[src/hw/rtl/uart_image_receive_with_crc_ack_defines.svh]
// assertion macros shared by the image receiver modules
// expects clk and rst_n in the scope of each use
`ifndef UART_IMAGE_RECEIVE_WITH_CRC_ACK_DEFINES_SVH
`define UART_IMAGE_RECEIVE_WITH_CRC_ACK_DEFINES_SVH

// same-cycle implication, checked out of reset
`define UIRC_ASSERT_IMPL(label, ante, cons, msg) \
    label: assert property (@(posedge clk) disable iff (!rst_n) (ante) |-> (cons)) \
        else $error(msg);

// next-cycle implication, checked out of reset
`define UIRC_ASSERT_NEXT(label, ante, cons, msg) \
    label: assert property (@(posedge clk) disable iff (!rst_n) (ante) |=> (cons)) \
        else $error(msg);

`endif

[src/hw/rtl/uirc_pkg.sv]
// types, codes and the crc byte update for the image receiver
// no dependencies
package uirc_pkg;

    // reply codes
    localparam logic [7:0] CODE_ACK  = 8'h06;
    localparam logic [7:0] CODE_NACK = 8'h15;
    localparam logic [7:0] CODE_EOT  = 8'h04;

    // input operations
    localparam logic [1:0] OP_BYTE    = 2'd0;
    localparam logic [1:0] OP_TIMEOUT = 2'd1;
    localparam logic [1:0] OP_START   = 2'd2;

    // result kinds
    localparam logic [1:0] KIND_DATA  = 2'd0;
    localparam logic [1:0] KIND_REPLY = 2'd1;
    localparam logic [1:0] KIND_END   = 2'd2;

    // register indexes
    typedef enum logic [1:0] {
        REG_BLOCK_PAYLOAD = 2'd0,
        REG_FAIL_LIMIT    = 2'd1
    } reg_idx_t;

    localparam int          CFG_DATA_W         = 13;
    localparam int          PAYLOAD_LIMIT_DEF  = 4096;
    localparam logic [12:0] BLOCK_PAYLOAD_RST  = 13'd2048;
    localparam logic [2:0]  FAIL_LIMIT_RST     = 3'd3;
    localparam int          CRC_BYTES          = 4;
    localparam logic [31:0] CRC_POLY           = 32'hEDB88320;
    localparam logic [31:0] CRC_INIT           = 32'hFFFFFFFF;
    localparam int          MAX_RESULTS        = 3;
    localparam int          QDEPTH             = 4;
    localparam int          QPTR_W             = 2;

    typedef struct packed {
        logic [1:0] op;
        logic [7:0] rx_byte;
    } in_t;

    typedef struct packed {
        logic [1:0] kind;
        logic [7:0] value;
        logic       commit;
        logic       flush;
        logic       success;
        logic       last;
    } out_t;

    typedef struct packed {
        logic [12:0] block_payload;
        logic [2:0]  fail_limit;
    } cfg_t;

    // results caused by one item, in order
    typedef struct packed {
        logic [1:0]                 n;
        out_t [MAX_RESULTS-1:0]     r;
    } res_bundle_t;

    // reflected crc-32, one byte
    function automatic logic [31:0] crc_byte(input logic [31:0] crc, input logic [7:0] b);
        logic [31:0] c;
        c = crc ^ {24'd0, b};
        for (int i = 0; i < 8; i++)
        begin
            c = c[0] ? ((c >> 1) ^ CRC_POLY) : (c >> 1);
        end
        return c;
    endfunction

    function automatic out_t mk_res(input logic [1:0] kind, input logic [7:0] value,
                                    input logic commit, input logic flush,
                                    input logic success);
        out_t r;
        r.kind    = kind;
        r.value   = value;
        r.commit  = commit;
        r.flush   = flush;
        r.success = success;
        r.last    = 1'b0;
        return r;
    endfunction

endpackage

[src/hw/rtl/uart_image_receive_with_crc_ack.sv]
// Image download receiver: size header, crc-checked blocks, ack/nack replies.
// Results: an item's results are registered into the result queue when it is accepted.
// Throughput: one item per cycle while results drain one per cycle; an item
// with two or three results holds the input until the queue holds at most one result.
// Reset: asynchronous, active low; idle session, block_payload 2048, fail limit 3.
module uart_image_receive_with_crc_ack
#(
    parameter int PAYLOAD_LIMIT = uirc_pkg::PAYLOAD_LIMIT_DEF
)
(
    input  logic                             clk,
    input  logic                             rst_n,
    input  logic                             in_valid,
    output logic                             in_stall,
    input  uirc_pkg::in_t                    in_item,
    output logic                             out_valid,
    input  logic                             out_stall,
    output uirc_pkg::out_t                   out_item,
    input  logic                             cfg_valid,
    output logic                             cfg_ready,
    input  logic [1:0]                       cfg_index,
    input  logic [uirc_pkg::CFG_DATA_W-1:0]  cfg_data
);

    uirc_pkg::cfg_t        cfg;
    uirc_pkg::res_bundle_t res;
    logic                  acc;
    logic                  low_space;

    assign in_stall = low_space;
    assign acc      = in_valid && !in_stall;

    // configuration registers
    uirc_cfg u_cfg
    (
        .clk       (clk),
        .rst_n     (rst_n),
        .cfg_valid (cfg_valid),
        .cfg_ready (cfg_ready),
        .cfg_index (cfg_index),
        .cfg_data  (cfg_data),
        .cfg       (cfg)
    );

    // session state and result generation
    uirc_core #(.PAYLOAD_LIMIT(PAYLOAD_LIMIT)) u_core
    (
        .clk   (clk),
        .rst_n (rst_n),
        .acc   (acc),
        .item  (in_item),
        .cfg   (cfg),
        .res   (res)
    );

    // result queue
    uirc_outq u_outq
    (
        .clk       (clk),
        .rst_n     (rst_n),
        .res       (res),
        .low_space (low_space),
        .out_valid (out_valid),
        .out_stall (out_stall),
        .out_item  (out_item)
    );

endmodule

[src/hw/rtl/uirc_cfg.sv]
// configuration registers of the image receiver
// depends on uirc_pkg
module uirc_cfg
(
    input  logic                             clk,
    input  logic                             rst_n,
    input  logic                             cfg_valid,
    output logic                             cfg_ready,
    input  logic [1:0]                       cfg_index,
    input  logic [uirc_pkg::CFG_DATA_W-1:0]  cfg_data,
    output uirc_pkg::cfg_t                   cfg
);

    logic [12:0] block_payload_reg;
    logic [2:0]  fail_limit_reg;

    assign cfg_ready = 1'b1;

    // register write decode
    always_ff @(posedge clk or negedge rst_n)
    begin
        if (!rst_n)
        begin
            block_payload_reg <= uirc_pkg::BLOCK_PAYLOAD_RST;
            fail_limit_reg    <= uirc_pkg::FAIL_LIMIT_RST;
        end
        else if (cfg_valid && cfg_ready)
        begin
            unique case (cfg_index)
                uirc_pkg::REG_BLOCK_PAYLOAD: block_payload_reg <= cfg_data[12:0];
                uirc_pkg::REG_FAIL_LIMIT:    fail_limit_reg    <= cfg_data[2:0];
                default: ;
            endcase
        end
    end

    assign cfg.block_payload = block_payload_reg;
    assign cfg.fail_limit    = fail_limit_reg;

endmodule

[src/hw/rtl/uirc_core.sv]
// session and block state of the image receiver, one item per cycle while the input is not stalled
// depends on uirc_pkg and the assertion macro header
`include "uart_image_receive_with_crc_ack_defines.svh"
module uirc_core
#(
    parameter int PAYLOAD_LIMIT = uirc_pkg::PAYLOAD_LIMIT_DEF
)
(
    input  logic                  clk,
    input  logic                  rst_n,
    input  logic                  acc,
    input  uirc_pkg::in_t         item,
    input  uirc_pkg::cfg_t        cfg,
    output uirc_pkg::res_bundle_t res
);

    localparam int PL_W  = $clog2(PAYLOAD_LIMIT + 1);
    localparam int CNT_W = $clog2(PAYLOAD_LIMIT + 6);

    typedef enum logic [1:0] {PH_IDLE, PH_HEADER, PH_BLOCK} phase_t;

    phase_t             phase_reg, phase_next;
    logic [1:0]         hdr_reg, hdr_next;
    logic [31:0]        size_reg, size_next;
    logic [31:0]        remaining_reg, remaining_next;
    logic [CNT_W-1:0]   cnt_reg, cnt_next;
    logic               failed_reg, failed_next;
    logic [2:0]         tmo_reg, tmo_next;
    logic [2:0]         fcnt_reg, fcnt_next;
    logic [31:0]        crc_reg, crc_next;
    logic [31:0]        crc_rx_reg, crc_rx_next;

    logic [12:0]        bp_nz;
    logic [PL_W-1:0]    bp_eff;
    logic [PL_W-1:0]    payload;
    logic [2:0]         lim;
    logic [2:0]         tmo_inc;
    logic [2:0]         fcnt_inc;
    logic [CNT_W-1:0]   cnt_inc;
    logic               fail_req;
    logic               fail_flush;
    logic [1:0]         res_n;
    uirc_pkg::out_t [uirc_pkg::MAX_RESULTS-1:0] res_r;

    // effective block length and retry limit
    always_comb
    begin
        bp_nz = (cfg.block_payload == 13'd0) ? 13'd1 : cfg.block_payload;
        if (32'(bp_nz) > 32'(PAYLOAD_LIMIT))
            bp_eff = PL_W'(PAYLOAD_LIMIT);
        else
            bp_eff = PL_W'(bp_nz);
        if (remaining_reg < 32'(bp_eff))
            payload = PL_W'(remaining_reg);
        else
            payload = bp_eff;
        lim = (cfg.fail_limit == 3'd0) ? 3'd1 : cfg.fail_limit;
    end

    assign tmo_inc  = (tmo_reg == 3'd7) ? tmo_reg : tmo_reg + 3'd1;
    assign fcnt_inc = (fcnt_reg == 3'd7) ? fcnt_reg : fcnt_reg + 3'd1;
    assign cnt_inc  = cnt_reg + CNT_W'(1);

    // next state and results of the accepted item
    always_comb
    begin
        phase_next     = phase_reg;
        hdr_next       = hdr_reg;
        size_next      = size_reg;
        remaining_next = remaining_reg;
        cnt_next       = cnt_reg;
        failed_next    = failed_reg;
        tmo_next       = tmo_reg;
        fcnt_next      = fcnt_reg;
        crc_next       = crc_reg;
        crc_rx_next    = crc_rx_reg;
        fail_req       = 1'b0;
        fail_flush     = 1'b0;
        res_n          = 2'd0;
        res_r          = '0;

        if (acc)
        begin
            case (item.op)
                uirc_pkg::OP_START:
                begin
                    if (phase_reg == PH_IDLE)
                    begin
                        phase_next     = PH_HEADER;
                        hdr_next       = 2'd0;
                        size_next      = 32'd0;
                        remaining_next = 32'd0;
                        fcnt_next      = 3'd0;
                        cnt_next       = '0;
                        failed_next    = 1'b0;
                        tmo_next       = 3'd0;
                        crc_next       = uirc_pkg::CRC_INIT;
                        crc_rx_next    = 32'd0;
                    end
                end
                uirc_pkg::OP_TIMEOUT:
                begin
                    if (phase_reg == PH_HEADER)
                    begin
                        res_r[res_n] = uirc_pkg::mk_res(uirc_pkg::KIND_END, 8'd0,
                                                        1'b0, 1'b0, 1'b0);
                        res_n      = res_n + 2'd1;
                        phase_next = PH_IDLE;
                    end
                    else if (phase_reg == PH_BLOCK)
                    begin
                        failed_next = 1'b1;
                        tmo_next    = tmo_inc;
                        if (tmo_inc >= lim)
                        begin
                            fail_req   = 1'b1;
                            fail_flush = 1'b1;
                        end
                    end
                end
                uirc_pkg::OP_BYTE:
                begin
                    if (phase_reg == PH_HEADER)
                    begin
                        // size header, little endian
                        size_next = size_reg | (32'(item.rx_byte) << {hdr_reg, 3'b000});
                        hdr_next  = hdr_reg + 2'd1;
                        if (hdr_reg == 2'd3)
                        begin
                            if (size_next == 32'd0)
                            begin
                                res_r[res_n] = uirc_pkg::mk_res(uirc_pkg::KIND_END, 8'd0,
                                                                1'b0, 1'b0, 1'b0);
                                res_n      = res_n + 2'd1;
                                phase_next = PH_IDLE;
                            end
                            else
                            begin
                                res_r[res_n] = uirc_pkg::mk_res(uirc_pkg::KIND_REPLY,
                                                                uirc_pkg::CODE_ACK,
                                                                1'b0, 1'b0, 1'b0);
                                res_n          = res_n + 2'd1;
                                phase_next     = PH_BLOCK;
                                remaining_next = size_next;
                                cnt_next       = '0;
                                failed_next    = 1'b0;
                                tmo_next       = 3'd0;
                                crc_next       = uirc_pkg::CRC_INIT;
                                crc_rx_next    = 32'd0;
                            end
                        end
                    end
                    else if (phase_reg == PH_BLOCK)
                    begin
                        if (cnt_reg < CNT_W'(payload))
                        begin
                            // payload byte
                            crc_next     = uirc_pkg::crc_byte(crc_reg, item.rx_byte);
                            res_r[res_n] = uirc_pkg::mk_res(uirc_pkg::KIND_DATA,
                                                            item.rx_byte,
                                                            1'b0, 1'b0, 1'b0);
                            res_n    = res_n + 2'd1;
                            cnt_next = cnt_inc;
                        end
                        else
                        begin
                            // crc trailer byte
                            crc_rx_next = {item.rx_byte, crc_rx_reg[31:8]};
                            cnt_next    = cnt_inc;
                            if (cnt_inc >= CNT_W'(payload) + CNT_W'(uirc_pkg::CRC_BYTES))
                            begin
                                if (failed_reg)
                                begin
                                    fail_req   = 1'b1;
                                    fail_flush = 1'b1;
                                end
                                else if (~crc_reg == crc_rx_next)
                                begin
                                    fcnt_next      = 3'd0;
                                    remaining_next = remaining_reg - 32'(payload);
                                    cnt_next       = '0;
                                    failed_next    = 1'b0;
                                    tmo_next       = 3'd0;
                                    crc_next       = uirc_pkg::CRC_INIT;
                                    crc_rx_next    = 32'd0;
                                    res_r[res_n] = uirc_pkg::mk_res(uirc_pkg::KIND_REPLY,
                                                                    uirc_pkg::CODE_ACK,
                                                                    1'b1, 1'b0, 1'b0);
                                    res_n = res_n + 2'd1;
                                    if (remaining_reg == 32'(payload))
                                    begin
                                        res_r[res_n] = uirc_pkg::mk_res(
                                            uirc_pkg::KIND_REPLY, uirc_pkg::CODE_EOT,
                                            1'b0, 1'b0, 1'b0);
                                        res_n = res_n + 2'd1;
                                        res_r[res_n] = uirc_pkg::mk_res(
                                            uirc_pkg::KIND_END, 8'd0, 1'b0, 1'b0, 1'b1);
                                        res_n      = res_n + 2'd1;
                                        phase_next = PH_IDLE;
                                    end
                                end
                                else
                                begin
                                    fail_req = 1'b1;
                                end
                            end
                        end
                    end
                end
                default: ;
            endcase

            // failed block: nack, then abort once the limit is hit
            if (fail_req)
            begin
                res_r[res_n] = uirc_pkg::mk_res(uirc_pkg::KIND_REPLY, uirc_pkg::CODE_NACK,
                                                1'b0, fail_flush, 1'b0);
                res_n       = res_n + 2'd1;
                cnt_next    = '0;
                failed_next = 1'b0;
                tmo_next    = 3'd0;
                crc_next    = uirc_pkg::CRC_INIT;
                crc_rx_next = 32'd0;
                fcnt_next   = fcnt_inc;
                if (fcnt_inc >= lim)
                begin
                    res_r[res_n] = uirc_pkg::mk_res(uirc_pkg::KIND_END, 8'd0,
                                                    1'b0, 1'b0, 1'b0);
                    res_n      = res_n + 2'd1;
                    phase_next = PH_IDLE;
                end
            end
        end

        // mark the final result of the item
        if (res_n != 2'd0)
            res_r[res_n - 2'd1].last = 1'b1;
    end

    assign res.n = res_n;
    assign res.r = res_r;

    // state registers
    always_ff @(posedge clk or negedge rst_n)
    begin
        if (!rst_n)
        begin
            phase_reg     <= PH_IDLE;
            hdr_reg       <= 2'd0;
            size_reg      <= 32'd0;
            remaining_reg <= 32'd0;
            cnt_reg       <= '0;
            failed_reg    <= 1'b0;
            tmo_reg       <= 3'd0;
            fcnt_reg      <= 3'd0;
            crc_reg       <= uirc_pkg::CRC_INIT;
            crc_rx_reg    <= 32'd0;
        end
        else
        begin
            phase_reg     <= phase_next;
            hdr_reg       <= hdr_next;
            size_reg      <= size_next;
            remaining_reg <= remaining_next;
            cnt_reg       <= cnt_next;
            failed_reg    <= failed_next;
            tmo_reg       <= tmo_next;
            fcnt_reg      <= fcnt_next;
            crc_reg       <= crc_next;
            crc_rx_reg    <= crc_rx_next;
        end
    end

    // a block phase always has bytes still to come
    `UIRC_ASSERT_IMPL(a_block_remaining, phase_reg == PH_BLOCK, remaining_reg != 32'd0,
        "block phase with nothing remaining")
    // a failed mark only lives inside a block
    `UIRC_ASSERT_IMPL(a_failed_phase, failed_reg, phase_reg == PH_BLOCK,
        "block failure mark outside block phase")
    // a good block that ends the image closes the session
    `UIRC_ASSERT_NEXT(a_eot_idle, acc && res.n == 2'd3 && res.r[1].value == uirc_pkg::CODE_EOT,
        phase_reg == PH_IDLE, "session still open after eot")

endmodule

[src/hw/rtl/uirc_outq.sv]
// result queue of the image receiver, takes up to three results a cycle
// depends on uirc_pkg and the assertion macro header
`include "uart_image_receive_with_crc_ack_defines.svh"
module uirc_outq
(
    input  logic                  clk,
    input  logic                  rst_n,
    input  uirc_pkg::res_bundle_t res,
    output logic                  low_space,
    output logic                  out_valid,
    input  logic                  out_stall,
    output uirc_pkg::out_t        out_item
);

    localparam int CNT_W = $clog2(uirc_pkg::QDEPTH + 1);

    uirc_pkg::out_t               mem [uirc_pkg::QDEPTH];
    logic [uirc_pkg::QPTR_W-1:0]  wr_reg, wr_next;
    logic [uirc_pkg::QPTR_W-1:0]  rd_reg, rd_next;
    logic [CNT_W-1:0]             cnt_reg, cnt_next;
    logic                         pop;

    // room for a worst-case item only
    assign low_space = cnt_reg > CNT_W'(uirc_pkg::QDEPTH - uirc_pkg::MAX_RESULTS);
    assign out_valid = cnt_reg != '0;
    assign out_item  = mem[rd_reg];
    assign pop       = out_valid && !out_stall;

    // pointer and fill update
    always_comb
    begin
        wr_next  = wr_reg + uirc_pkg::QPTR_W'(res.n);
        rd_next  = pop ? rd_reg + uirc_pkg::QPTR_W'(1) : rd_reg;
        cnt_next = cnt_reg + CNT_W'(res.n) - CNT_W'(pop);
    end

    // result storage
    always_ff @(posedge clk)
    begin
        for (int k = 0; k < uirc_pkg::MAX_RESULTS; k++)
        begin
            if (k < int'(res.n))
                mem[wr_reg + uirc_pkg::QPTR_W'(k)] <= res.r[k];
        end
    end

    // pointers
    always_ff @(posedge clk or negedge rst_n)
    begin
        if (!rst_n)
        begin
            wr_reg  <= '0;
            rd_reg  <= '0;
            cnt_reg <= '0;
        end
        else
        begin
            wr_reg  <= wr_next;
            rd_reg  <= rd_next;
            cnt_reg <= cnt_next;
        end
    end

    // fill never passes the depth
    `UIRC_ASSERT_IMPL(a_no_overflow, 1'b1, cnt_reg <= CNT_W'(uirc_pkg::QDEPTH),
        "result queue overflow")
    // fill tracks pushes in cycles without a pop
    `UIRC_ASSERT_NEXT(a_fill_track, !pop,
        cnt_reg == $past(cnt_reg) + CNT_W'($past(res.n)), "result queue fill mismatch")
    // pointers stay a fill apart
    `UIRC_ASSERT_IMPL(a_ptr_gap, 1'b1,
        wr_reg == rd_reg + uirc_pkg::QPTR_W'(cnt_reg), "queue pointers inconsistent")

endmodule
[config.mk]
export PLATFORM = sky130hd
export DESIGN_NAME = uart_image_receive_with_crc_ack
export DESIGN_NICKNAME = d
export VERILOG_FILES = /design/src/hw/rtl/uirc_pkg.sv /design/src/hw/rtl/uart_image_receive_with_crc_ack.sv /design/src/hw/rtl/uirc_cfg.sv /design/src/hw/rtl/uirc_core.sv /design/src/hw/rtl/uirc_outq.sv
export VERILOG_INCLUDE_DIRS = /design/src /design/src/hw/rtl
export SDC_FILE = /design/constraint.sdc
export NUM_CORES = 1
export LEC_CHECK = 0
export ABC_AREA = 1
export BUFFER_PORTS_ARGS = -buffer_cell sky130_fd_sc_hd__buf_2
export CAP_MARGIN = 20
export CORE_MARGIN = 1.5
export CORE_UTILIZATION = 30
export CTS_CLUSTER_DIAMETER = 80
export CTS_CLUSTER_SIZE = 16
export DETAILED_ROUTE_END_ITERATION = 6
export SYNTH_ARGS = -nofsm -noshare
export SYNTH_HDL_FRONTEND = slang
export SYNTH_SLANG_ARGS = --single-unit
export TNS_END_PERCENT = 20
[constraint.sdc]
create_clock -name clk -period 8.85 [get_ports clk]
set_input_delay 0.4425 -clock clk [delete_from_list [all_inputs] [get_ports clk]]
set_output_delay 0.4425 -clock clk [all_outputs]
set_load 0.005 [all_outputs]
; ---- Yosys cells after proc, flatten, opt, wreduce, memory -nomap -nowiden
; Memory sizes are Yosys's and may differ from the RTL's.
; Cells that the tools add are included.
[word_totals]
ram_bits = 56
memories = 1
inputBits = 30
wordCells = 296
output_inout_bits = 17
ff_bits = 175
[memory_table]
columns = memory, words, word_bits, read_ports, rd_clocked_by_memory_dff, write_ports, line_no
row1 = u_outq.mem, 4, 14, 1, 0, 3, uirc_outq.sv:17  ; uirc_pkg::out_t mem [uirc_pkg::QDEPTH];
[classes]
muxes = 168
shifts = 1
n_addsub = 15
bitwise_logic = 14
magnitude_cmp = 16
reduce_logical = 28
n_eq_ne = 38
[ops]
columns = cell, count
row1 = 2-to-1 mux 32 bit, 37
row2 = 2-to-1 mux 42 bit, 8
row3 = one-hot mux 32 bit (2 select lines), 4
row4 = 2-to-1 mux 13 bit, 13
row5 = 2-to-1 mux 28 bit, 5
row6 = 2-to-1 mux 14 bit, 8
row7 = inverter 13 -> 14 bit, 8
row8 = bitwise mux 42 bit, 2
row9 = demux 14 bit (select 2 bit), 3
row10 = 2-to-1 mux 2 bit, 26
row11 = 2-to-1 mux 3 bit, 17
row12 = AND 39 bit, 1
row13 = inverter 39 bit, 1
row14 = 2-to-1 mux 1 bit, 35
row15 = == test 32 x 13 -> 1 bit, 1
row16 = == test 32 bit, 1
row17 = zero test 32 bit, 1
row18 = < comparator 32 x 13 -> 1 bit, 1
row19 = inverter 32 bit, 1
row20 = OR 32 bit, 1
row21 = << shifter 8 x 5 -> 32 bit, 1
row22 = subtractor 32 x 13 -> 32 bit, 1
row23 = XOR 32 x 8 -> 32 bit, 1
row24 = one-hot mux 14 bit (2 select lines), 1
row25 = 53 further kinds, 102

; ---- Depth between registers and ports, before layout
[depth]
ltp_word = 28
mapped_depth = 46
ltp_nobuf = 46

; ---- Modules after synthesis
; From an unflattened synthesis, not the netlist that was laid out.
[hier_totals]
hier_cells = 2291
hier_area_um2 = 16543.4
[by_module_without_submodules]
columns = module, instances, seq_area_each_um2, area_each_um2, cells_each
row1 = uirc_core, 1, 3643.5, 11786.3, 1661
row2 = uirc_outq, 1, 1856.8, 4072.7, 554
row3 = uirc_cfg, 1, 404.1, 674.4, 74
row4 = uart_image_receive_with_crc_ack, 1, 0.0, 10.0, 2

; ---- Least setup slack after synthesis
; No wires, ideal clock.
[synth_timing]
path_kind = reg2reg
startpoint = reg u_cfg.block_payload_reg[11]
endpoint = mem u_outq.mem[1][0] (netlist name) (enable)
required_time_ns = 8.460
stages_incl_launch_ff = 36
n_path_buf = 0
arrival_ns = 6.060
synth_period_minus_slack_ns = 6.450
setup_ns = 0.390
slack_ns = 2.400
cell_sequence = dfstp_2 > inv_1 > nand3_1 > nor2_1 > nand2_1 > nand4_1 > nand2_2 > inv_1 > nor2_1 > inv_1 > ha_1 > a21oi_1 > o21ai_0 > a2111oi_4 > nand2_2 > o21ai_1 > inv_1 > ha_1 > inv_1 > nor2_1 > xor2_1 > ha_1 > nand2_1 > nor3_1 > nand3b_1 > nand3_1 > nand4_2 > nor2_4 > nand3_2 > ha_1 > a21oi_1 > nand2_2 > nand2_1 > nand2_1 > inv_1 > o211ai_1
[synth_rtl]
columns = element, line_no
row1 = start: declaration, uirc_cfg.sv:14  ; logic [12:0] block_payload_reg;
row2 = start signal: assignment, uirc_cfg.sv:24  ; block_payload_reg <= uirc_pkg::BLOCK_PAYLOAD_RST;
row3 = start signal: assignment, uirc_cfg.sv:30  ; uirc_pkg::REG_BLOCK_PAYLOAD: block_payload_reg <= cfg_data[12:0];
row4 = end: declaration, uirc_outq.sv:17

==> flow_summary.json <==
{
  "outcome": "complete, no violations",
  "stdcell_area_um2": 16800,
  "gr-total-overflow": 0,
  "synth_top_family_by_area": "simple AND/OR/NAND/NOR gates",
  "arrival_ns": 7.79,
  "drt-vias-per-instance": 5.01,
  "place_congestion": 0.953,
  "finalMaxSlewViolations": 0,
  "post_cts_buffers": 0,
  "cts_resized": 0,
  "slowest_stage": "a2111oi_4",
  "setup_viol": 0,
  "vdd_drop_max_v": 0.000136,
  "drt_iter0_markers": 1022,
  "antenna_left": 0,
  "ys_seq_area_frac": 0.387,
  "hold_buffers": 0,
  "largest_reg_flops": 56,
  "grt_pass1_vias": 13300,
  "p_leak_uw": 0.00768,
  "final_hold_viol_count": 0,
  "fmax_ghz": 0.130,
  "clockBufferDepth": 3,
  "startpoint_type": "flop",
  "fin_cells": 2685,
  "row_count": 82,
  "worstPathRequired_ns": 8.96,
  "clock_sinks": 223,
  "synth.most_common_cell": "nand2_1",
  "synth_fa_ha_area_frac": 0.0650,
  "netlist-cell-type-count": 59,
  "skew_ns": 0.0360,
  "synth_common_cells": "381 x nand2_1, 226 x inv_1, 213 x nor2_1, 180 x o21ai_0, 132 x dfrtp_1",
  "cp_max_fo": 17,
  "start_util": 0.304,
  "antenna_found_initial": 1,
  "async_flop_share": 0.749,
  "port_buffers": 45,
  "netlist_area_um2": 15200,
  "p_total_uw": 5320,
  "grt_pass1_wl_mm": 70.8,
  "critPathMaxStageDelay_ns": 0.63,
  "synthXorXnorAreaFrac": 0.0741,
  "htree_num_levels": 1,
  "synth-seq-cells": 223,
  "fin_crit_ns": 7.67,
  "synth_area_leaders": "dfrtp_1 22%, edfxtp_1 11%, nand2_1 9.4%",
  "dpl-instance-area_um2": 16100,
  "placed_cells": 2650,
  "clk_pin_slew_ns": 0.07,
  "synth_cells": 1992,
  "num_antenna_cells": 0,
  "yosys_warnings": 0,
  "cts-root-buf": "clkbuf_16",
  "track_usage": 0.166,
  "synth_area_per_cell_um2": 7.65,
  "synthMuxAreaShare": 0.00813,
  "cts_tree": "yes",
  "wl_mm": 43.5,
  "rsz0062_at_grt": "false",
  "crit_type": "flop to flop",
  "core_um2": 50200,
  "cts_buffers": 20,
  "fin_setup_tns_ns": 0,
  "regMostFlops": "u_outq.mem",
  "endpoint_kind": "flop",
  "clk-insertion-delay-late_ns": 0.54,
  "timing.critical_path.mode_cell": "nand3_1",
  "crit_buf_inv": 7,
  "cp_top_family": "simple AND/OR/NAND/NOR gates",
  "synth.top_cell.area_share": 0.217,
  "die_x_um": 228,
  "hold_class": "primary input to async pin",
  "syn_nets": 2100,
  "cellPowerDensity_nw_per_um2": 317,
  "wl_per_cell_um": 16.2,
  "max_cap_violations": 0,
  "dp_hpwl_mm": 31.9,
  "synth_compound_area_frac": 0.150,
  "drive_gt1_frac": 0.0899,
  "maxSlewHeadroom": 0.315,
  "floorplan.die_area_um2": 52200,
  "synthToLayoutAreaGrowth_pct": 9.99,
  "firstDrtPassIters": 6,
  "synth_top_area_cell": "dfrtp_1",
  "synthSimpleGateAreaFrac": 0.234,
  "io_pins": 47,
  "grt_max_degree": 94,
  "finalCritPeriodShare": 0.867,
  "synth_edf_count": 56,
  "nets": 2108,
  "die_y_um": 228,
  "via_count": 13400,
  "worst_pin_slew_ns": 1.03,
  "ys.flop_type": "dfrtp_1",
  "drcViolationCount": 0
}
## cell usage in the layout (no fill, tap or decap), drive strengths merged, types with 4 or more instances in the layout
cell type / instances
clkinv: 8
nand4: 22
mux2: 11
o221ai: 4
a31oi: 15
a21oi: 74
xnor2: 51
clkbuf: 27
nor4: 11
nand3b: 5
o211ai: 14
or2: 8
o31ai: 11
edfxtp: 56
nand2: 391
a22o: 4
buf: 58
o2111ai: 6
nor3b: 6
dfrtp: 132
o21a: 11
inv: 243
xor2: 77
nor2: 217
ha: 76
nor3: 32
o22ai: 21
dfstp: 35
o21ai: 232
nand3: 134
## cell families (layout without fill, tap and decap cells)
kind of cell    Yosys count  count (layout)
compound gates          407             407
xor+xnor                128             128
fa+ha+maj                78              78
buf+inv                 317             338
flops                   223             223
mux                      11              11
other cells               1               1
simple gates            827             827
## power breakdown
part,switching (uW),leakage [uW],internal (uW)
registers,298,0.00256,1400
clock network,444,0.000302,460
logic,1710,0.00482,1010
total,2450,0.00768,2870
## per-stage QoR
| stage | setup slack [ns] | util | hold WS [ns] |
|---|---|---|---|
| 3_3_place_gp | 1.59 | 0.321 | 0.481 |
| 6_report | 1.18 | 0.334 | 0.0308 |
| 5_1_grt | 0.414 | 0.334 | 0.106 |
| 4_1_cts | 1.23 | 0.334 | 0.0615 |
| 2_1_floorplan | 2.40 | - | 0.147 |
| 3_5_place_dp | 1.31 | 0.321 | 0.483 |
## final cells by class
| type | count | area [um^2] |
|---|---|---|
| well taps | 672 | 841 |
| fillers | 5265 | 33400 |
| repair buffers | 58 | 329 |
| multi-input cells | 1452 | 8130 |
| clock inverters | 8 | 109 |
| flip-flops and latches | 223 | 5900 |
| clock buffers | 27 | 527 |
| inverters | 245 | 920 |
## worst paths after layout
kind / slack [ns] / endpoint / cells past startpoint / startpoint
min in group clk: 0.15 / u_cfg.block_payload_reg[4] / 2 / cfg_data[4]
max: 1.18 / u_outq.mem[0][3] / 40 / u_cfg.block_payload_reg[11]
max in group asynchronous: 7.27 / u_core.crc_rx_reg[24] / 2 / rst_n
max reg2reg: 1.18 / u_outq.mem[0][3] / 40 / u_cfg.block_payload_reg[11]
min reg2reg: 0.50 / u_cfg.fail_limit_reg[0] / 2 / u_cfg.fail_limit_reg[0]
min: 0.03 / u_cfg.block_payload_reg[9] / 1 / rst_n
## routing by layer
layer  global-route usage  vias up  wire, um
li1                     -     6635         -
met1                0.218     6430     19900
met2                0.283      310     20400
met3               0.0221       71      2000
met4               0.0511        2      1100
met5                    0        -         8
(Power assumes the default switching activity.)
